===== config.mk =====
export PLATFORM = sky130hd
export DESIGN_NAME = shs_cfg_regs
export DESIGN_NICKNAME = d
export VERILOG_FILES = /design/src/sv/shs_pkg.sv /design/src/sv/shs_cfg_regs.sv
export SDC_FILE = /design/constraint.sdc
export NUM_CORES = 1
export LEC_CHECK = 0
export BUFFER_PORTS_ARGS = -buffer_cell sky130_fd_sc_hd__buf_2
export CORE_ASPECT_RATIO = 1.75
export CORE_MARGIN = 1
export CORE_UTILIZATION = 50
export DETAILED_ROUTE_END_ITERATION = 7
export GPL_TIMING_DRIVEN = 0
export PLACE_DENSITY = 0.82
export SLEW_MARGIN = 10
export SYNTH_ARGS = -nofsm -noshare
export SYNTH_HDL_FRONTEND = slang
export SYNTH_SLANG_ARGS = --single-unit
export TNS_END_PERCENT = 30

===== constraint.sdc =====
create_clock -name i_clk -period 1.7 [get_ports i_clk]
set_input_delay 0.255 -clock i_clk [delete_from_list [all_inputs] [get_ports i_clk]]
set_output_delay 0.255 -clock i_clk [all_outputs]
set_load 0.01 [all_outputs]

===== src/sv/shs_pkg.sv =====
`timescale 1ns / 1ps
// shs_pkg: types, constants and register indexes of the staged heater sequencer
// no dependencies; imported by every module of the block

package shs_pkg;

    localparam int TIMER_BITS_DEF = 8;
    localparam int TEMP_W         = 12;
    localparam int THR_W          = 11;
    localparam int SEC_W          = 8;
    localparam int STAGE_W        = 5;
    localparam int CFG_IDX_W      = 3;
    localparam int CFG_DATA_W     = THR_W;

    // fixed durations, seconds
    localparam logic [SEC_W-1:0] STEP_PULSE_SECS = 8'd2;
    localparam logic [SEC_W-1:0] STEP_PAUSE_SECS = 8'd6;
    localparam logic [SEC_W-1:0] PUMP_PULSE_SECS = 8'd3;
    localparam logic [SEC_W-1:0] PUMP_PAUSE_SECS = 8'd5;

    // register indexes
    localparam logic [CFG_IDX_W-1:0] CFG_INIT_THR  = 3'd0;
    localparam logic [CFG_IDX_W-1:0] CFG_STEP_THR  = 3'd1;
    localparam logic [CFG_IDX_W-1:0] CFG_HOLD_THR  = 3'd2;
    localparam logic [CFG_IDX_W-1:0] CFG_ECO_THR   = 3'd3;
    localparam logic [CFG_IDX_W-1:0] CFG_INIT_HEAT = 3'd4;
    localparam logic [CFG_IDX_W-1:0] CFG_INIT_WAIT = 3'd5;
    localparam logic [CFG_IDX_W-1:0] CFG_HOLD_HEAT = 3'd6;
    localparam logic [CFG_IDX_W-1:0] CFG_HOLD_WAIT = 3'd7;

    // program stages
    localparam logic [STAGE_W-1:0] ST_CHECK       = 5'd0;
    localparam logic [STAGE_W-1:0] ST_INIT_START  = 5'd1;
    localparam logic [STAGE_W-1:0] ST_INIT_HEAT   = 5'd2;
    localparam logic [STAGE_W-1:0] ST_INIT_OFF    = 5'd3;
    localparam logic [STAGE_W-1:0] ST_INIT_WAIT   = 5'd4;
    localparam logic [STAGE_W-1:0] ST_STEP_ENTRY  = 5'd5;
    localparam logic [STAGE_W-1:0] ST_STEP_CHECK  = 5'd6;
    localparam logic [STAGE_W-1:0] ST_STEP_START  = 5'd7;
    localparam logic [STAGE_W-1:0] ST_STEP_HEAT   = 5'd8;
    localparam logic [STAGE_W-1:0] ST_STEP_OFF    = 5'd9;
    localparam logic [STAGE_W-1:0] ST_STEP_WAIT   = 5'd10;
    localparam logic [STAGE_W-1:0] ST_HOLD_ENTRY  = 5'd11;
    localparam logic [STAGE_W-1:0] ST_HOLD_READY  = 5'd12;
    localparam logic [STAGE_W-1:0] ST_HOLD_CLEAR  = 5'd13;
    localparam logic [STAGE_W-1:0] ST_HOLD_CHECK  = 5'd14;
    localparam logic [STAGE_W-1:0] ST_HOLD_START  = 5'd15;
    localparam logic [STAGE_W-1:0] ST_HOLD_HEAT   = 5'd16;
    localparam logic [STAGE_W-1:0] ST_HOLD_OFF    = 5'd17;
    localparam logic [STAGE_W-1:0] ST_HOLD_WAIT   = 5'd18;
    localparam logic [STAGE_W-1:0] ST_PUMP_START  = 5'd19;
    localparam logic [STAGE_W-1:0] ST_PUMP_HEAT   = 5'd20;
    localparam logic [STAGE_W-1:0] ST_PUMP_OFF    = 5'd21;
    localparam logic [STAGE_W-1:0] ST_PUMP_WAIT   = 5'd22;
    localparam logic [STAGE_W-1:0] ST_END         = 5'd23;
    localparam logic [STAGE_W-1:0] ST_ECO_CHECK   = 5'd24;
    localparam logic [STAGE_W-1:0] ST_ECO_START   = 5'd25;
    localparam logic [STAGE_W-1:0] ST_ECO_HEAT    = 5'd26;
    localparam logic [STAGE_W-1:0] ST_ECO_OFF     = 5'd27;
    localparam logic [STAGE_W-1:0] ST_ECO_WAIT    = 5'd28;

    typedef struct packed {
        logic [THR_W-1:0] init_threshold;
        logic [THR_W-1:0] step_threshold;
        logic [THR_W-1:0] hold_threshold;
        logic [THR_W-1:0] eco_threshold;
        logic [SEC_W-1:0] init_heat_seconds;
        logic [SEC_W-1:0] init_wait_seconds;
        logic [SEC_W-1:0] hold_heat_seconds;
        logic [SEC_W-1:0] hold_wait_seconds;
    } t_cfg;

    typedef struct packed {
        logic signed [TEMP_W-1:0] temperature;
        logic                     second_strobe;
        logic                     pump_running;
        logic                     hold_enable;
        logic                     eco_enable;
        logic                     stop_request;
    } t_req_item;

    typedef struct packed {
        logic                 heater_on;
        logic                 ready_flag;
        logic                 above_hold;
        logic [STAGE_W-1:0]   stage;
        logic                 halted;
    } t_rsp_item;

    typedef struct packed {
        logic [STAGE_W-1:0] stage;
        logic               heater;
        logic               ready;
        logic               halted;
    } t_seq_state;

endpackage


===== src/sv/shs_cfg_regs.sv =====
`timescale 1ns / 1ps
// shs_cfg_regs: threshold and duration register bank behind the write port
// depends on shs_pkg

module shs_cfg_regs
    import shs_pkg::*;
(
    input  logic                  i_clk,
    input  logic                  i_rst_n,
    input  logic                  i_cfg_we,
    input  logic [CFG_IDX_W-1:0]  i_cfg_idx,
    input  logic [CFG_DATA_W-1:0] i_cfg_data,
    output t_cfg                  o_cfg
);

    t_cfg r_cfg;
    t_cfg n_cfg;

    always_comb begin
        n_cfg = r_cfg;
        if (i_cfg_we) begin
            unique case (i_cfg_idx)
                CFG_INIT_THR:  n_cfg.init_threshold    = i_cfg_data;
                CFG_STEP_THR:  n_cfg.step_threshold    = i_cfg_data;
                CFG_HOLD_THR:  n_cfg.hold_threshold    = i_cfg_data;
                CFG_ECO_THR:   n_cfg.eco_threshold     = i_cfg_data;
                CFG_INIT_HEAT: n_cfg.init_heat_seconds = i_cfg_data[SEC_W-1:0];
                CFG_INIT_WAIT: n_cfg.init_wait_seconds = i_cfg_data[SEC_W-1:0];
                CFG_HOLD_HEAT: n_cfg.hold_heat_seconds = i_cfg_data[SEC_W-1:0];
                CFG_HOLD_WAIT: n_cfg.hold_wait_seconds = i_cfg_data[SEC_W-1:0];
                default:       n_cfg = r_cfg;
            endcase
        end
    end

    always_ff @(posedge i_clk) begin
        if (!i_rst_n) begin
            r_cfg.init_threshold    <= 11'd640;
            r_cfg.step_threshold    <= 11'd1280;
            r_cfg.hold_threshold    <= 11'd1408;
            r_cfg.eco_threshold     <= 11'd800;
            r_cfg.init_heat_seconds <= 8'd15;
            r_cfg.init_wait_seconds <= 8'd12;
            r_cfg.hold_heat_seconds <= 8'd1;
            r_cfg.hold_wait_seconds <= 8'd8;
        end else begin
            r_cfg <= n_cfg;
        end
    end

    assign o_cfg = r_cfg;

endmodule


---- Yosys cells after proc, flatten, opt, wreduce, memory -nomap -nowiden ----
Index checks and enable logic that the tools add are counted.
storage, ports and cells
  word-level logic and storage cells ...... 24
  flip-flop bits (word level) ............. 76
cells by class
  reduce and logical (&&, ||, !) cells .... 9
  eq/ne operators ......................... 7
operator list
  kind                  count
  $reduce_and A2 Y1     8
  $eq A3 B3 Y1 const B  4
  $eq A3 B2 Y1 const B  2
  $eq A3 B1 Y1 const B  1
  $logic_not A3 Y1      1

---- Logic depth before layout (Yosys ltp) ----
  word-level depth ........................ 2
  depth in mapped cells ................... 5
  mapped depth without buffers ............ 2

---- Worst setup path before layout ----
Ideal clock, no wire load.
  path kind ............................... in2reg
  start point ............................. input port i_cfg_idx[1]
  end point ............................... register r_cfg (netlist bit o_cfg[69])
  stages on the path ...................... 4
  setup time .............................. 0.126 ns
  buffers on the path ..................... 2
  data arrival time ....................... 1.193 ns
  data required time ...................... 1.574 ns
  path slack .............................. 0.382 ns
  cells stage by stage .................... buf_2 > or4b_4 > buf_6 > mux2i_1
between the ends
  word-level cells in the longest chain between the ends .. 2
ends and longest elaborated chain
  element                             RTL line            RTL
  start, declared                     shs_cfg_regs.sv:11  input logic [CFG_IDX_W-1:0] i_cfg_idx,
  $logic_not A3 Y1                    shs_cfg_regs.sv:22  unique case (i_cfg_idx)
  $reduce_and A2 Y1 (no source line)  -
  end signal, assigned                shs_cfg_regs.sv:47  r_cfg <= n_cfg;
  end, declared                       shs_cfg_regs.sv:16  t_cfg r_cfg;
Every way passes these cells.
A chain may end at the register's enable or synchronous reset.

==> results.toml <==
[synthesis]
yosysWarnings = 0
ys_ff_latch = 76
synth_area_leader_cell = "dfxtp_1"
netlist_instances = 282
synth_nets = 299
avgSynthCellArea_um2 = 10.4
synth_seq_area_share_pct = 52.0
synth.area.top_cells = "dfxtp_1 (52%), mux2i_1 (26%), nand2_1 (8.8%), nor2b_1 (5.8%), clkbuf_1 (1.7%)"
synth_area_um2 = 2930
synth_top_area_share_pct = 52.0
synthDistinctLibCells = 14

[floorplan]
die_h_um = 103
die_w_um = 59.8
num_rows = 36
dieArea_um2 = 6170
core_area_um2 = 5590
initial_utilization_pct = 52.4
io_pins = 93

[pwr]
fin_total_pwr_mw = 3.59
leakagePower_nw = 1.85
powerDensity_nw_per_um2 = 975
ir_drop_mv = 0.457

[setup_path]
worstSetupEndpointType = "flip-flop"
crit_required_ns = 1.98
cp-start-kind = "input pin"
cp.arrival_ns = 1.55
worst_path_most_repeated_cell = "clkbuf_1"
path_cells = "clkbuf_1 > clkbuf_1 > clkbuf_1 > nand2_1 > mux2i_1"
slowest_delay_ns = 0.42
critPathKind = "in -> reg"
cp_max_fo = 10
critical_path.slowest_cell = "clkbuf_1"

[worst_hold_path]
hold_path.class = "in -> reg"

[clock_tree]
cts-resized-gates = 0
clock-root-buffer = "clkbuf_8"
insertion_delay_ns = 0.35
cts_hold_buf = 0
cts_setup_buffers = 0
cts_buffer_depth = 2
cts_num_sinks = 76
cts_buffers = 9
cts_tree = "yes"
clk_pin_slew_ns = 0.08
cts_max_level = 3

[outcome]
status = "complete, no violations"

[detailed_routing]
drt_iter0_drc = 73
wl_um = 7120
remaining_drc_errors = 0
routedWlPerCell_um = 15.4
viasPerCell = 5.13
via_count = 2363
dr.pass1.iters = 4
drtAntennaViolNets = 0

[global_routing]
antenna_found_initial = 0
grt_use_total_pct = 24.2
grt_pass1_vias = 2179
grt-ovfl-total = 0
grt_pass1_wl_um = 10700
grt_start_max_net_pins = 13

[final_layout]
final_cells = 461
fillers = 488
final_cell_mix = "buf_2 (96), mux2i_1 (76), dfxtp_1 (76)"
area_growth_pct = 25.7
drive_gt1_share_pct = 30.1
mostFrequentLayoutCell = "buf_2"
largest_reg_flops = 76
nets = 397
antenna-diode-count = 0
utilization_pct = 65.9

[timing]
fin_skew_ns = 0
setup_ws_ns = 0.427
rsz0062_at_grt = "false"
setup_viol = 0
worst_slew_pin_slew_ns = 0.676
hold_viol = 0
finalSetupTns_ns = 0
fin_crit_sh_pct = 74.9
layout_min_cycle_time_ns = 1.27
slew_viol_final = 0
relSlewSlack_pct = 54.8
fmax_mhz = 785

[place]
dpl.cell_count = 445
placement.io_buffers = 87
hpwl_um = 5160
dpl_worst_slack_ns = 0.0784
gp_congestion = 0.826

[flow_run]
maxCapViolCount = 0
==> worst max-delay path, delay by kind of cell <==
kind | cells | cell delay (ns)
AND/OR/NAND/NOR | 1 | 0.13
buffers and inverters | 3 | 1.00
multiplexers | 1 | 0.17
==> cells in the mapped netlist, drive strengths merged <==
cell     number
and4b         1
mux2i        76
clkbuf       13
or4b          1
and4bb        1
nand2        69
dfxtp        76
buf          11
nor2b        27
nor4bb        2
nand4         1
nand4b        3
nand4bb       1
==> final cells by class <==
| cell class | instances | area (um2) | share of cell area [%] |
|---|---|---|---|
| Buffer | 24 | 116 | 3.16 |
| Sequential cell | 76 | 1520 | 41.4 |
| Timing Repair Buffer | 87 | 435 | 11.8 |
| Multi-Input combinational cell | 182 | 1290 | 35.0 |
| Tap cell | 76 | 95.1 | 2.59 |
| Clock inverter | 3 | 42.5 | 1.16 |
| Clock buffer | 13 | 179 | 4.86 |
==> routing by layer <==
metal / vias to the layer above / GRT usage (%) / share of wire (%)
met5: - / 0 / 0
met4: 0 / 14.7 / 4.2
met3: 20 / 6.47 / 4.9
met2: 89 / 39.8 / 51
met1: 1128 / 27.3 / 39
li1: 1126 / - / -
==> path summary, 6_finish.rpt <==
kind / start / to / slack, ns / depth (start not counted)
min reg2reg: o_cfg[4] / o_cfg[4] / 0.46 / 2
min: i_cfg_data[8] / o_cfg[73] / 0.15 / 3
max reg2reg: o_cfg[8] / o_cfg[8] / 1.02 / 2
max: i_rst_n / o_cfg[32] / 0.43 / 5
==> cell families (layout without fill, tap and decap cells) <==
logic type,count (synthesis),count (layout),synth area share (%)
AND/OR/NAND/NOR,106,106,18.0
multiplexers,76,76,26.0
flip-flops,76,76,52.0
buffers and inverters,24,127,3.98
==> power breakdown <==
part / internal [mW] / total (mW) / switching, mW
Sequential: 1.82 / 1.84 / 0.0206
Clock: 0.836 / 1.48 / 0.643
Combinational: 0.106 / 0.267 / 0.161
==> through the flow <==
step,hold slack (ns),instance area (um2)
finish,0.155,3680
floorplan,0.394,2930
global placement,0.443,3460
detailed placement,0.449,3460
CTS,0.144,3680
global route,0.162,3680
No activity file was read; power rests on OpenSTA's default activity.
