===== src/sv/shs_pkg.sv =====
`timescale 1ns / 1ps
// shs_pkg: types, constants and register indexes of the staged heater sequencer
// no dependencies; imported by every module of the block

package shs_pkg;

    localparam int TIMER_BITS_DEF = 8;
    localparam int TEMP_W         = 12;
    localparam int THR_W          = 11;
    localparam int SEC_W          = 8;
    localparam int STAGE_W        = 5;
    localparam int CFG_IDX_W      = 3;
    localparam int CFG_DATA_W     = THR_W;

    // fixed durations, seconds
    localparam logic [SEC_W-1:0] STEP_PULSE_SECS = 8'd2;
    localparam logic [SEC_W-1:0] STEP_PAUSE_SECS = 8'd6;
    localparam logic [SEC_W-1:0] PUMP_PULSE_SECS = 8'd3;
    localparam logic [SEC_W-1:0] PUMP_PAUSE_SECS = 8'd5;

    // register indexes
    localparam logic [CFG_IDX_W-1:0] CFG_INIT_THR  = 3'd0;
    localparam logic [CFG_IDX_W-1:0] CFG_STEP_THR  = 3'd1;
    localparam logic [CFG_IDX_W-1:0] CFG_HOLD_THR  = 3'd2;
    localparam logic [CFG_IDX_W-1:0] CFG_ECO_THR   = 3'd3;
    localparam logic [CFG_IDX_W-1:0] CFG_INIT_HEAT = 3'd4;
    localparam logic [CFG_IDX_W-1:0] CFG_INIT_WAIT = 3'd5;
    localparam logic [CFG_IDX_W-1:0] CFG_HOLD_HEAT = 3'd6;
    localparam logic [CFG_IDX_W-1:0] CFG_HOLD_WAIT = 3'd7;

    // program stages
    localparam logic [STAGE_W-1:0] ST_CHECK       = 5'd0;
    localparam logic [STAGE_W-1:0] ST_INIT_START  = 5'd1;
    localparam logic [STAGE_W-1:0] ST_INIT_HEAT   = 5'd2;
    localparam logic [STAGE_W-1:0] ST_INIT_OFF    = 5'd3;
    localparam logic [STAGE_W-1:0] ST_INIT_WAIT   = 5'd4;
    localparam logic [STAGE_W-1:0] ST_STEP_ENTRY  = 5'd5;
    localparam logic [STAGE_W-1:0] ST_STEP_CHECK  = 5'd6;
    localparam logic [STAGE_W-1:0] ST_STEP_START  = 5'd7;
    localparam logic [STAGE_W-1:0] ST_STEP_HEAT   = 5'd8;
    localparam logic [STAGE_W-1:0] ST_STEP_OFF    = 5'd9;
    localparam logic [STAGE_W-1:0] ST_STEP_WAIT   = 5'd10;
    localparam logic [STAGE_W-1:0] ST_HOLD_ENTRY  = 5'd11;
    localparam logic [STAGE_W-1:0] ST_HOLD_READY  = 5'd12;
    localparam logic [STAGE_W-1:0] ST_HOLD_CLEAR  = 5'd13;
    localparam logic [STAGE_W-1:0] ST_HOLD_CHECK  = 5'd14;
    localparam logic [STAGE_W-1:0] ST_HOLD_START  = 5'd15;
    localparam logic [STAGE_W-1:0] ST_HOLD_HEAT   = 5'd16;
    localparam logic [STAGE_W-1:0] ST_HOLD_OFF    = 5'd17;
    localparam logic [STAGE_W-1:0] ST_HOLD_WAIT   = 5'd18;
    localparam logic [STAGE_W-1:0] ST_PUMP_START  = 5'd19;
    localparam logic [STAGE_W-1:0] ST_PUMP_HEAT   = 5'd20;
    localparam logic [STAGE_W-1:0] ST_PUMP_OFF    = 5'd21;
    localparam logic [STAGE_W-1:0] ST_PUMP_WAIT   = 5'd22;
    localparam logic [STAGE_W-1:0] ST_END         = 5'd23;
    localparam logic [STAGE_W-1:0] ST_ECO_CHECK   = 5'd24;
    localparam logic [STAGE_W-1:0] ST_ECO_START   = 5'd25;
    localparam logic [STAGE_W-1:0] ST_ECO_HEAT    = 5'd26;
    localparam logic [STAGE_W-1:0] ST_ECO_OFF     = 5'd27;
    localparam logic [STAGE_W-1:0] ST_ECO_WAIT    = 5'd28;

    typedef struct packed {
        logic [THR_W-1:0] init_threshold;
        logic [THR_W-1:0] step_threshold;
        logic [THR_W-1:0] hold_threshold;
        logic [THR_W-1:0] eco_threshold;
        logic [SEC_W-1:0] init_heat_seconds;
        logic [SEC_W-1:0] init_wait_seconds;
        logic [SEC_W-1:0] hold_heat_seconds;
        logic [SEC_W-1:0] hold_wait_seconds;
    } t_cfg;

    typedef struct packed {
        logic signed [TEMP_W-1:0] temperature;
        logic                     second_strobe;
        logic                     pump_running;
        logic                     hold_enable;
        logic                     eco_enable;
        logic                     stop_request;
    } t_req_item;

    typedef struct packed {
        logic                 heater_on;
        logic                 ready_flag;
        logic                 above_hold;
        logic [STAGE_W-1:0]   stage;
        logic                 halted;
    } t_rsp_item;

    typedef struct packed {
        logic [STAGE_W-1:0] stage;
        logic               heater;
        logic               ready;
        logic               halted;
    } t_seq_state;

endpackage


===== src/sv/shs_step.sv =====
`timescale 1ns / 1ps
// shs_step: next stage, timer, heater, ready and halt logic for one control tick
// depends on shs_pkg

module shs_step
    import shs_pkg::*;
#(
    parameter int TIMER_BITS = TIMER_BITS_DEF
) (
    input  t_cfg                  i_cfg,
    input  t_req_item             i_item,
    input  t_seq_state            i_state,
    input  logic [TIMER_BITS-1:0] i_timer,
    output t_seq_state            o_state,
    output logic [TIMER_BITS-1:0] o_timer,
    output t_rsp_item             o_rsp
);

    localparam int CMP_W = (TIMER_BITS > SEC_W) ? TIMER_BITS : SEC_W;
    localparam logic [TIMER_BITS-1:0] TIMER_MAX = {TIMER_BITS{1'b1}};

    logic [TIMER_BITS-1:0] tick_timer;
    logic [CMP_W-1:0]      e_cmp;
    logic                  halt_now;
    logic                  below_init;
    logic                  below_step;
    logic                  below_hold;
    logic                  below_eco;
    t_seq_state            adv;
    logic [TIMER_BITS-1:0] adv_timer;

    function automatic logic below_thr(logic signed [TEMP_W-1:0] t, logic [THR_W-1:0] thr);
        return t < $signed({1'b0, thr});
    endfunction

    function automatic logic past(logic [CMP_W-1:0] e, logic [SEC_W-1:0] dur);
        return e > CMP_W'(dur);
    endfunction

    assign halt_now   = i_state.halted | i_item.stop_request;
    assign tick_timer = (i_item.second_strobe && i_timer != TIMER_MAX) ?
                        i_timer + 1'b1 : i_timer;
    assign e_cmp      = CMP_W'(tick_timer);
    assign below_init = below_thr(i_item.temperature, i_cfg.init_threshold);
    assign below_step = below_thr(i_item.temperature, i_cfg.step_threshold);
    assign below_hold = below_thr(i_item.temperature, i_cfg.hold_threshold);
    assign below_eco  = below_thr(i_item.temperature, i_cfg.eco_threshold);

    always_comb begin
        adv        = i_state;
        adv_timer  = tick_timer;
        unique case (i_state.stage)
            ST_CHECK: begin
                adv_timer = '0;
                if (below_init) begin
                    adv.heater = 1'b1;
                    adv.stage  = ST_INIT_START;
                end else begin
                    adv.stage = ST_STEP_CHECK;
                end
            end
            ST_INIT_START: begin
                adv_timer = '0;
                adv.stage = ST_INIT_HEAT;
            end
            ST_INIT_HEAT: begin
                if (past(e_cmp, i_cfg.init_heat_seconds)) begin
                    adv.heater = 1'b0;
                    adv.stage  = ST_INIT_OFF;
                end
            end
            ST_INIT_OFF: begin
                adv_timer = '0;
                adv.stage = ST_INIT_WAIT;
            end
            ST_INIT_WAIT: begin
                if (past(e_cmp, i_cfg.init_wait_seconds)) adv.stage = ST_STEP_ENTRY;
            end
            ST_STEP_ENTRY: begin
                adv_timer = '0;
                adv.stage = ST_STEP_CHECK;
            end
            ST_STEP_CHECK: begin
                if (below_step) begin
                    adv.heater = 1'b1;
                    adv.stage  = ST_STEP_START;
                end else begin
                    adv.stage = ST_HOLD_ENTRY;
                end
            end
            ST_STEP_START: begin
                adv_timer = '0;
                adv.stage = ST_STEP_HEAT;
            end
            ST_STEP_HEAT: begin
                if (past(e_cmp, STEP_PULSE_SECS)) begin
                    adv.heater = 1'b0;
                    adv.stage  = ST_STEP_OFF;
                end
            end
            ST_STEP_OFF: begin
                adv_timer = '0;
                adv.stage = ST_STEP_WAIT;
            end
            ST_STEP_WAIT: begin
                if (past(e_cmp, STEP_PAUSE_SECS))
                    adv.stage = below_step ? ST_STEP_ENTRY : ST_HOLD_ENTRY;
            end
            ST_HOLD_ENTRY: begin
                adv_timer = '0;
                adv.stage = i_item.eco_enable ? ST_ECO_CHECK : ST_HOLD_READY;
            end
            ST_HOLD_READY: begin
                adv.ready = 1'b1;
                adv.stage = ST_HOLD_CLEAR;
            end
            ST_HOLD_CLEAR: begin
                adv_timer = '0;
                adv.stage = ST_HOLD_CHECK;
            end
            ST_HOLD_CHECK: begin
                if (!i_item.hold_enable) begin
                    adv.stage = ST_END;
                end else if (below_hold) begin
                    adv.heater = 1'b1;
                    adv.stage  = i_item.pump_running ? ST_PUMP_START : ST_HOLD_START;
                end
            end
            ST_HOLD_START: begin
                adv_timer = '0;
                adv.stage = ST_HOLD_HEAT;
            end
            ST_HOLD_HEAT: begin
                if (past(e_cmp, i_cfg.hold_heat_seconds)) begin
                    adv.heater = 1'b0;
                    adv.stage  = ST_HOLD_OFF;
                end
            end
            ST_HOLD_OFF: begin
                adv_timer = '0;
                adv.stage = ST_HOLD_WAIT;
            end
            ST_HOLD_WAIT: begin
                if (past(e_cmp, i_cfg.hold_wait_seconds) && below_hold)
                    adv.stage = ST_HOLD_ENTRY;
            end
            ST_PUMP_START: begin
                adv_timer = '0;
                adv.stage = ST_PUMP_HEAT;
            end
            ST_PUMP_HEAT: begin
                if (past(e_cmp, PUMP_PULSE_SECS)) begin
                    adv.heater = 1'b0;
                    adv.stage  = ST_PUMP_OFF;
                end
            end
            ST_PUMP_OFF: begin
                adv_timer = '0;
                adv.stage = ST_PUMP_WAIT;
            end
            ST_PUMP_WAIT: begin
                if (past(e_cmp, PUMP_PAUSE_SECS) && below_hold)
                    adv.stage = ST_STEP_ENTRY;
            end
            ST_END: begin
                adv.heater = 1'b0;
                adv.ready  = 1'b0;
                if (i_item.hold_enable) adv.stage = ST_CHECK;
            end
            ST_ECO_CHECK: begin
                if (!i_item.eco_enable) begin
                    adv.stage = ST_STEP_ENTRY;
                end else if (below_eco) begin
                    adv.heater = 1'b1;
                    adv.stage  = ST_ECO_START;
                end
            end
            ST_ECO_START: begin
                adv_timer = '0;
                adv.stage = ST_ECO_HEAT;
            end
            ST_ECO_HEAT: begin
                if (past(e_cmp, i_cfg.hold_heat_seconds)) begin
                    adv.heater = 1'b0;
                    adv.stage  = ST_ECO_OFF;
                end
            end
            ST_ECO_OFF: begin
                adv_timer = '0;
                adv.stage = ST_ECO_WAIT;
            end
            ST_ECO_WAIT: begin
                if (past(e_cmp, i_cfg.hold_wait_seconds)) adv.stage = ST_ECO_CHECK;
            end
            // unreachable codes fall back to the start
            default: adv.stage = ST_CHECK;
        endcase
    end

    always_comb begin
        if (halt_now) begin
            o_state        = i_state;
            o_state.halted = 1'b1;
            o_timer        = i_timer;
        end else begin
            o_state        = adv;
            o_state.halted = 1'b0;
            o_timer        = adv_timer;
        end
    end

    assign o_rsp.heater_on  = o_state.heater;
    assign o_rsp.ready_flag = o_state.ready;
    assign o_rsp.above_hold = i_item.temperature > $signed({1'b0, i_cfg.hold_threshold});
    assign o_rsp.stage      = o_state.stage;
    assign o_rsp.halted     = o_state.halted;

endmodule

===== config.mk =====
export PLATFORM = sky130hd
export DESIGN_NAME = shs_step
export DESIGN_NICKNAME = d
export VERILOG_FILES = /design/src/sv/shs_pkg.sv /design/src/sv/shs_step.sv
export SDC_FILE = /design/constraint.sdc
export NUM_CORES = 1
export LEC_CHECK = 0
export BUFFER_PORTS_ARGS = -buffer_cell sky130_fd_sc_hd__buf_2
export CAP_MARGIN = 20
export CORE_MARGIN = 2
export CORE_UTILIZATION = 52
export DETAILED_ROUTE_END_ITERATION = 16
export PLACE_DENSITY = 0.86
export SYNTH_ARGS = -nofsm -noshare
export SYNTH_HDL_FRONTEND = slang
export SYNTH_SLANG_ARGS = --single-unit

===== constraint.sdc =====
create_clock -name vclk -period 6.4
set_clock_uncertainty 0.2 [all_clocks]
set_input_delay 1.28 -clock vclk [all_inputs]
set_output_delay 1.28 -clock vclk [all_outputs]
set_load 0.1 [all_outputs]

* Word-level counts from Yosys, hierarchy flattened
Cells that the tools add are included.
Word-level totals: flip-flop bits (word level) 0, input bits 109, output and inout port bits 25, word-level logic and storage cells 80
Operators by class: $add $sub $neg 1, $lt $le $gt $ge 13, equal/unequal tests 29, multiplexer cells 31, bitwise logic cells 1, reductions and logical operators 5
Operators with widths (count):
- $pmux W5 S29 | 1
- $eq A5 B5 Y1 const B | 13
- $mux W5 | 10
- $lt A12 B12 Y1 | 4
- $mux W6 | 7
- $eq A5 B4 Y1 const B | 8
- $gt A8 B8 Y1 | 4
- $mux W8 | 4
- $eq A5 B3 Y1 const B | 4
- $gt A8 B2 Y1 const B | 2
- $gt A8 B3 Y1 const B | 2
- $reduce_or A14 Y1 | 1
- $gt A12 B12 Y1 | 1
- $eq A5 B2 Y1 const B | 2
- $pmux W1 S10 | 1
- $add A8 B1 Y8 const B | 1
- $mux W4 | 2
- $ne A8 B8 Y1 const B | 1
- $eq A5 B1 Y1 const B | 1
- $logic_not A5 Y1 | 1
- $mux W1 | 4
- $logic_and A1 B1 Y1 | 3
- $mux W3 | 1
- $pmux W1 S2 | 1
- $or A1 B1 Y1 | 1

* Longest topological paths before layout
Gate-level depths: netlist of the first run.
depth after elaboration 8, depth in mapped cells 17, gate-level depth less buffers 16

* Worst setup path after synthesis of the first run
Ideal clock, no wire load.
kind input-to-output, start input i_timer[0], end output o_state[6] (netlist name), arrival time 5849 ps, data required time 4920 ps, slack -929 ps, cell stages on the path 14, buffers on the path 1, cells stage by stage ha_1 inv_1 nor2_1 nand3_1 mux2_2 ha_1 a21o_1 a21oi_1 a22oi_1 nand2_1 nor2_1 nor4_1 o21ai_0 buf_4
RTL lines:
- start: declaration | line shs_step.sv:13 | input logic [TIMER_BITS-1:0] i_timer,
- end: declaration | line shs_step.sv:14 | output t_seq_state o_state,

==> out/results.tsv, run 1 <==
stage	metric	value	unit
detailed_routing	wirelength	10.1	mm
floorplanning	ios	134	
synth	yosys.area.top_type_share	25.6	%
cts	cts_resized	0	
floorplanning	die_h	82.7	µm
sta	fmax	0.163	GHz
sta	setup_viol	0	
floorplanning	initial_utilization	54.1	%
global_route	grt_pass1_vias	3638	
power_and_ir_drop	pwr-share-seq	0	%
floorplanning	core_area	0.00596	mm²
cts	cts_setup_buffers	0	
final_layout	antenna_cells	0	
power_and_ir_drop	p_comb_share	100.0	%
final_layout	layout-drive-gt1-share	26.1	%
setup_path	worstPathMaxFanout	7	
floorplanning	die_area	0.00684	mm²
power_and_ir_drop	peakVddDrop	0.0898	mV
detailed_routing	drcViolationCount	0	
global_route	globalRouteOverflowTotal	0	
final_layout	regArea	0	µm²
global_route	grt_usage	27.9	%
synth	synth_compound_area_share	30.5	%
detailed_routing	ant_nets	0	
synth	syn_inst	488	
power_and_ir_drop	swShare	68.1	%
detailed_routing	drtPass1Iterations	6	
sta	whs	2.89	ns
synth	synth.net_count	663	
power_and_ir_drop	total_power	359	µW
placed_design	finalWeightedCongestion	0.986	
setup_path	crit_arrival	4.66	ns
floorplanning	die_x	82.7	µm
sta	tns	0	ns
sta	rsz0062_at_grt	false	
sta	fin_crit	6.14	ns
global_route	antenna_found_initial	0	
global_route	grt_max_degree	30	
synth	ys_seq_area_share	0	%
synth	synth-simple-area-share	25.3	%
synth	syn_avg_cell_area	6.60	µm²
synth	synth_area_leader_cell	ha_1	
sta	drv_slew	0	
synth	synth.area.mux_share	2.10	%
synth	synthAdderAreaFrac	25.6	%
final_layout	post-route-util	65.0	%
synth	yosysWarnings	0	
final_layout	nFillCells	536	
floorplanning	rows	28	
hold_path	hp-class	input port to primary output	
placed_design	hpwlAfterDp	8.40	mm
synth	yosysUniqueCellTypes	73	
power_and_ir_drop	p_leak	2.08	nW
cts	holdBufCountCts	0	
final_layout	syn_to_final_growth	20.2	%
run_status	outcome	complete, no violations	
detailed_routing	vias	3991	
global_route	grt_first_pass_wirelength	15.6	mm
sta	max_slew.worst_pin.slew	0.784	ns
final_layout	design.seq.count	0	
setup_path	critPathRequiredTime	4.92	ns
power_and_ir_drop	power.clock.fraction	0	%
job	max_cap_viol_count	0	
setup_path	startpoint_type	input port	
final_layout	clkbuf_count	0	
setup_path	end_kind	primary output	
synth	synth_xor_area_share	2.68	%
power_and_ir_drop	power_density	92.8	mW/mm²
synth	synthTopCellsByArea	ha_1, inv_1, nand2_1	
placed_design	port_buffers	134	
sta	max_slew_margin	47.2	%
sta	period_share	96.0	%
synth	synth_top_family_by_area	compound AO/OA/AOI/OAI gates	
sta	hold_viol_final	0	
detailed_routing	drtIter0Drc	290	
detailed_routing	via_per_inst	5.97	
synth	synth_area	0.00322	mm²
setup_path	critPathKind	input port to primary output	
final_layout	layout.nets	770	
power_and_ir_drop	p_switching	245	µW
final_layout	multi_input_area	0.00280	mm²
detailed_routing	wl_per_cell	15.1	µm
power_and_ir_drop	p_int	115	µW
area by class of cell:
class	instances	area share, %
timing repair buffer	134	18.1
tap	75	2.42
inverter	74	7.17
multi-input combinational	385	72.3
worst max-delay path, cell delays in order:
cell      delay, ns
buf_2          0.15
ha_1           0.29
inv_1          0.09
nor2_1         0.27
nand3_1        0.12
mux2_2         0.35
ha_1           0.31
and4_1         0.22
nand2_1        0.11
a211oi_2       0.24
mux2i_1        0.20
a21o_1         0.14
nor4b_1        0.23
o41a_1         0.22
buf_2          0.44
synthesized netlist by cell type, drive strengths merged, types with 5 or more instances:
master  count
o31ai       5
a21oi      31
ha         66
o21a        5
clkbuf     13
o21ai      40
nand4      11
buf        16
inv        74
a21o       10
xor2        5
nand3      17
nor2       29
nand2      54
a31oi      10
nor3        6
nand2b      5
o22ai       5
nor2b      10
metrics by stage:
stage	instance area [µm²]	cells	worst slack, ns
floorplan	3250	488	-0.0747
global placement	3870	668	0.412
detailed placement	3870	668	0.296
CTS	3870	668	0.273
global route	3870	668	0.0596
finish	3870	668	0.258
path summary, 6_finish.rpt:
kind / start / to / slack, ns / cells past startpoint
setup / recovery: i_timer[1] / o_state[3] / 0.26 / 15
hold / removal: i_timer[0] / o_timer[0] / 2.89 / 3
cells by family (layout without fill, tap and decap cells):
kind of cell               after synthesis  after routing
and+or+nand+nor                        157            157
AOI/OAI and AO/OA                      147            147
buffers and inverters                  103            208
adders and majority gates               66             66
xor gates and xnor gates                 9              9
muxes                                    6              6
power by group through the flow:
stage	logic, mW	clock network (mW)	registers, mW
2_1_floorplan	0.265	0	0
3_3_place_gp	0.343	0	0
3_5_place_dp	0.354	0	0
4_1_cts	0.355	0	0
5_1_grt	0.389	0	0
6_report	0.359	0	0
cells in the final DEF, fill, tap and decap left out, types with 3 or more instances in the layout:
cell type  instances
nor3_1             5
a31oi_1           10
nand4_1           10
o22ai_1            4
nor2b_1           10
a22oi_1            3
a221oi_1           3
nand3_1           16
o31ai_1            4
nand2_1           54
o221ai_1           3
nand3b_1           3
o211ai_1           4
o21a_1             5
mux2_2             3
a21oi_1           31
ha_1              66
and4_1             4
o21ai_0           36
nand2b_1           5
nor2_1            28
nor4_1             4
a21o_1            10
xnor2_1            4
inv_1             74
xor2_1             4
buf_2            132
layer usage:
metal  part of all wire, %  GRT usage (%)  routed length [µm]
met5                     0              0                   0
met2                    49           52.7                4950
met1                    41           34.3                4130
met3                   8.9           2.93                 904
met4                   1.3           4.26                 134
No activity file was read; power rests on OpenSTA's default activity.
==> run 2: changes to the inputs <==
==> config.mk (replaced) <==
export PLATFORM = sky130hd
export DESIGN_NAME = shs_step
export DESIGN_NICKNAME = d
export VERILOG_FILES = /design/src/sv/shs_pkg.sv /design/src/sv/shs_step.sv
export SDC_FILE = /design/constraint.sdc
export NUM_CORES = 1
export LEC_CHECK = 0
export CAP_MARGIN = 20
export CORE_MARGIN = 2
export CORE_UTILIZATION = 56
export DETAILED_ROUTE_END_ITERATION = 16
export DONT_BUFFER_PORTS = 1
export PLACE_DENSITY = 0.71
export SYNTH_ARGS = -nofsm -noshare
export SYNTH_HDL_FRONTEND = slang
export SYNTH_SLANG_ARGS = --single-unit
==> run 2 against run 1 <==
  * Combinational power decreased by 13%
  * Sequential cell count stayed put
  * Non-clock buffer count down 124
  * Via count decreased by 13%
  * Die area down 6.8%
  * First-iteration DRC count increased by 12%
  * Global-route usage grew 1.0 points
==> out/results.tsv, run 2 (synthesis results as in run 1) <==
stage	metric	value	unit	change
cts	holdBufCountCts	0		unchanged
hold_path	hp-class	input port to primary output		
sta	period_share	93.7	%	-2.2 points
run_status	outcome	complete, no violations		
floorplanning	ios	134		unchanged
placed_design	finalWeightedCongestion	0.942		-4.5%
final_layout	design_area	0.00341	mm²	-12%
sta	drv_slew	0		unchanged
power_and_ir_drop	peakVddDrop	0.0595	mV	-34%
cts	cts_resized	0		unchanged
final_layout	layout.nets	646		-16%
floorplanning	die_area	0.00638	mm²	-6.8%
sta	hold_viol_final	0		unchanged
floorplanning	die_x	79.9	µm	-3.5%
sta	max_slew.worst_pin.slew	1.10	ns	+0.311 ns
final_layout	regArea	0	µm²	unchanged
sta	fmax	0.167	GHz	+2.4%
global_route	grt_first_pass_wirelength	15.3	mm	-1.5%
sta	timing.final.ws_setup	0.401	ns	+0.143 ns
detailed_routing	drcViolationCount	0		unchanged
detailed_routing	wirelength	9.36	mm	-7.4%
setup_path	startpoint_type	input port		
sta	fin_crit	6.00	ns	-0.143 ns
sta	whs	2.59	ns	-0.294 ns
floorplanning	core_area	0.00554	mm²	-7.0%
placed_design	place_worst_setup_slack	0.449	ns	+0.153 ns
setup_path	end_kind	primary output		
final_layout	layout-drive-gt1-share	8.74	%	-17 points
job	max_cap_viol_count	0		unchanged
final_layout	design.seq.count	0		unchanged
sta	setup_viol	0		unchanged
detailed_routing	ant_nets	0		unchanged
final_layout	layout_common_cells	inv_1, ha_1, nand2_1, o21ai_0, a21oi_1		
floorplanning	rows	27		-3.6%
setup_path	critPathKind	input port to primary output		
setup_path	worstPathMaxFanout	7		unchanged
global_route	grt_pass1_vias	3294		-9.5%
detailed_routing	via_per_inst	6.42		+7.4%
sta	rsz0062_at_grt	false		
final_layout	instances_no_fill	541		-19%
detailed_routing	wl_per_cell	17.3	µm	+14%
placed_design	dpl_cell_area	0.00341	mm²	-12%
placed_design	placed_cells	541		-19%
global_route	globalRouteOverflowTotal	0		unchanged
final_layout	multi_input_area	0.00289	mm²	+3.3%
placed_design	hpwlAfterDp	7.86	mm	-6.4%
hold_path	hold_path_startpoint	i_timer[0]		
final_layout	syn_to_final_growth	5.90	%	
placed_design	port_buffers	0		-100%
detailed_routing	vias	3472		-13%
final_layout	antenna_cells	0		unchanged
global_route	grt_max_degree	30		unchanged
floorplanning	initial_utilization	58.2	%	+4.1 points
power_and_ir_drop	p_leak	1.63	nW	-21%
cts	cts_setup_buffers	0		unchanged
setup_path	critPathRequiredTime	4.92	ns	about the same
final_layout	clkbuf_count	0		unchanged
global_route	antenna_found_initial	0		unchanged
power_and_ir_drop	power_density	91.2	mW/mm²	-1.7%
floorplanning	die_h	79.9	µm	-3.5%
hold_path	min_path_cells	1		-2
sta	max_slew_margin	27.0	%	-20 points
detailed_routing	drtIter0Drc	325		+12%
detailed_routing	drtPass1Iterations	5		-1
final_layout	final_common_cell	inv_1		
hold_path	hold_end	o_timer[0]		
setup_path	crit_arrival	4.52	ns	-0.14 ns
global_route	grt_usage	28.9	%	+1.0 points
final_layout	nFillCells	525		-2.1%
## run 2: cell types whose count changed in the layout (fill, tap and decap cells not counted), moves of 2 or more
cell and delta:
o21ai_4 +2, o31ai_4 +3, o21ai_0 -4, buf_2 -132, o31ai_1 -2, o21ai_2 +3
buf_16 +2, buf_4 +5
## run 2: how the worst max path moves through the flow
stage                from          to  slack, ns  cells past startpoint
2_1_floorplan  i_timer[0]  o_state[6]      -0.07                     14
3_3_place_gp   i_timer[0]    o_rsp[4]       0.57                     15
3_5_place_dp   i_timer[0]  o_state[6]       0.45                     15
4_1_cts        i_timer[0]  o_state[6]       0.44                     15
5_1_grt        i_timer[0]    o_rsp[1]       0.22                     14
6_report       i_timer[0]    o_rsp[8]       0.40                     16
## run 2: power breakdown
group | internal, mW | switching [mW]
combinational | 0.0975 | 0.214
clock | 0 | 0
sequential | 0 | 0
total | 0.0975 | 0.214
## run 2: layout make-up
type | instances | area share (%)
timing repair buffer | 10 | 4.47
inverter | 74 | 8.14
tap | 72 | 2.64
multi-input combinational | 385 | 84.8
## run 2: layer usage
metal  up-vias  global-route usage, %  part of all wire, %
li1       1713                      -                    -
met1      1588                   37.4                   43
met2       156                   51.2                   47
met3        15                   4.98                  8.2
met4         0                   4.07                  1.4
met5         -                      0                    0
## run 2: critical path, cell delays in order
cell and delay [ns]:
ha_1 0.26, nand3_2 0.13, nor2_2 0.06, nor3_2 0.25
xor2_2 0.38, ha_1 0.32, a21oi_1 0.13, nor2b_1 0.06
o21ai_0 0.19, o311a_1 0.23, mux2i_1 0.09, a21o_1 0.23
o41ai_1 0.33, o22ai_1 0.19, o21ai_4 0.11, buf_12 0.26
## run 2: through the flow
stage	util [%]	total power [mW]	TNS [ns]
floorplan	-	0.265	-0.0747
global placement	61.1	0.299	0
detailed placement	61.6	0.309	0
CTS	61.6	0.310	0
global route	61.6	0.340	0
finish	61.6	0.311	0
==> run 3: changes to the inputs <==
--- a/config.mk
+++ b/config.mk
@@ -7,10 +7,9 @@
 export LEC_CHECK = 0
 export CAP_MARGIN = 20
 export CORE_MARGIN = 2
-export CORE_UTILIZATION = 56
+export CORE_UTILIZATION = 50
 export DETAILED_ROUTE_END_ITERATION = 16
 export DONT_BUFFER_PORTS = 1
-export PLACE_DENSITY = 0.71
 export SYNTH_ARGS = -nofsm -noshare
 export SYNTH_HDL_FRONTEND = slang
 export SYNTH_SLANG_ARGS = --single-unit
==> run 3 against run 2 <==
  * Combinational power about the same
  * Die area is 11% higher
  * Cell area barely moved
  * Fmax shrank 2.3%
  * Cell count rose by 1.1%
  * Critical endpoint unchanged
  * Largest cell class unchanged
  * Largest power group unchanged
==> out/results.tsv, run 3 (synthesis results as in run 1) <==
stage	metric	value	unit	change
run_status	outcome	complete, no violations		
cts	holdBufCountCts	0		unchanged
placed_design	dpl_cell_area	0.00341	mm²	about the same
power_and_ir_drop	p_int	97.1	µW	-0.42%
final_layout	layout.nets	647		+0.15%
global_route	grt_pass1_vias	3315		+0.64%
final_layout	design_area	0.00341	mm²	about the same
detailed_routing	drtPass1Iterations	5		unchanged
sta	period_share	95.9	%	+2.2 points
setup_path	startpoint_type	input port		
setup_path	critPathKind	input port to primary output		
placed_design	port_buffers	0		unchanged
detailed_routing	drtIter0Drc	244		-25%
setup_path	worstPathCellList	ha_1 > inv_1 > nor2_1 > nand3_1 > mux2_2 > ha_1 > and4_1 > nand2_1 > a211oi_2 > mux2i_1 > a21o_1 > o41ai_1 > o22ai_1 > o21ai_4 > buf_16		
hold_path	hold_path_startpoint	i_timer[0]		
floorplanning	die_h	84.3	µm	+5.5%
detailed_routing	wirelength	9.37	mm	+0.11%
floorplanning	core_area	0.00628	mm²	+13%
job	max_cap_viol_count	0		unchanged
power_and_ir_drop	power_density	91.1	mW/mm²	about the same
setup_path	crit_arrival	4.66	ns	+0.14 ns
setup_path	cpMostUsedCell	ha_1		
floorplanning	die_area	0.00710	mm²	+11%
final_layout	final_common_cell	inv_1		
detailed_routing	drcViolationCount	0		unchanged
final_layout	layout-drive-gt1-share	8.94	%	+0.19 points
setup_path	max_stage_delay	0.35	ns	-0.03 ns
global_route	grt_usage	25.6	%	-3.3 points
power_and_ir_drop	p_leak	1.63	nW	about the same
placed_design	hpwlAfterDp	7.90	mm	+0.58%
sta	setup_viol	0		unchanged
cts	cts_resized	0		unchanged
power_and_ir_drop	p_comb_share	100.0	%	about the same
sta	tns	0	ns	unchanged
final_layout	antenna_cells	0		unchanged
detailed_routing	via_per_inst	6.37		-0.73%
power_and_ir_drop	p_switching	214	µW	about the same
hold_path	hp-class	input port to primary output		
floorplanning	initial_utilization	51.3	%	-6.8 points
cts	cts_setup_buffers	0		unchanged
detailed_routing	wl_per_cell	17.1	µm	-0.99%
setup_path	end_kind	primary output		
hold_path	hold_end	o_timer[0]		
detailed_routing	vias	3485		+0.37%
global_route	antenna_found_initial	0		unchanged
final_layout	design.seq.count	0		unchanged
sta	drv_slew	0		unchanged
final_layout	layout_common_cells	inv_1, ha_1, nand2_1, o21ai_0, a21oi_1		
global_route	globalRouteOverflowTotal	0		unchanged
setup_path	critPathSlowestCell	mux2_2		
sta	fmax	0.163	GHz	-2.3%
final_layout	nFillCells	641		+22%
sta	rsz0062_at_grt	false		
detailed_routing	ant_nets	0		unchanged
setup_path	worstPathMaxFanout	7		unchanged
power_and_ir_drop	power.clock.fraction	0	%	unchanged
power_and_ir_drop	pwr-share-seq	0	%	unchanged
final_layout	clkbuf_count	0		unchanged
floorplanning	ios	134		unchanged
global_route	grt_first_pass_wirelength	15.5	mm	+0.99%
power_and_ir_drop	peakVddDrop	0.0790	mV	+33%
setup_path	crit_start	i_timer[0]		
floorplanning	rows	29		+7.4%
sta	max_slew_margin	20.8	%	-6.2 points
hold_path	min_path_cells	1		unchanged
sta	hold_viol_final	0		unchanged
sta	fin_crit	6.14	ns	+0.140 ns
sta	max_slew.worst_pin.slew	1.19	ns	+0.0962 ns
final_layout	post-route-util	54.4	%	-7.2 points
final_layout	regArea	0	µm²	unchanged
final_layout	syn_to_final_growth	5.94	%	about the same
global_route	grt_max_degree	30		unchanged
power_and_ir_drop	swShare	68.8	%	+0.11 points
setup_path	critPathRequiredTime	4.92	ns	about the same
placed_design	finalWeightedCongestion	0.891		-5.5%
floorplanning	die_x	84.3	µm	+5.5%
## run 3: cell count changes in the layout (fill, tap and decap cells not counted), sizes merged
cell  previous run  this run
buf             10        11
## run 3: worst max path at each step
| stage | to | slack (ns) |
|---|---|---|
| after floorplan | o_state[6] | -0.07 |
| after global placement | o_rsp[8] | 0.42 |
| after detailed placement | o_rsp[8] | 0.26 |
| after CTS | o_rsp[8] | 0.26 |
| after global routing | o_rsp[8] | 0.009 |
| final | o_rsp[8] | 0.26 |
## run 3: layout make-up
| class | instances | area, µm² | area share (%) |
|---|---|---|---|
| inverters | 74 | 278 | 8.13 |
| repair buffers | 11 | 148 | 4.32 |
| well taps | 77 | 96.3 | 2.82 |
| multi-input cells | 385 | 2890 | 84.7 |
## run 3: power by group through the flow
stage | registers (mW) | logic (mW) | clock network [mW]
floorplan | 0 | 0.265 | 0
global placement | 0 | 0.302 | 0
detailed placement | 0 | 0.310 | 0
CTS | 0 | 0.311 | 0
global route | 0 | 0.341 | 0
finish | 0 | 0.311 | 0
## run 3: worst max-delay path: cells and delay by family
kind | cells | cell delay [ns]
fa+ha+maj | 2 | 0.56
buf+inv | 2 | 0.34
mux | 2 | 0.47
compound gates | 5 | 1.30
simple gates | 4 | 0.69
## run 3: routing by layer
| metal | global-route usage, % | up-vias | part of all wire (%) |
|---|---|---|---|
| li1 | - | 1724 | - |
| met1 | 33.1 | 1566 | 42 |
| met2 | 44.4 | 177 | 48 |
| met3 | 5.31 | 18 | 9.2 |
| met4 | 4.40 | 0 | 1.4 |
| met5 | 0 | - | 0 |
## run 3: stage by stage
stage | total power [mW] | cells | hold WS, ns | setup WS (ns)
after floorplan | 0.265 | 488 | 2.80 | -0.0747
after global placement | 0.302 | 546 | 2.59 | 0.418
after detailed placement | 0.310 | 547 | 2.60 | 0.258
after CTS | 0.311 | 547 | 2.60 | 0.257
after global routing | 0.341 | 547 | 2.60 | 0.00907
final | 0.311 | 547 | 2.60 | 0.261
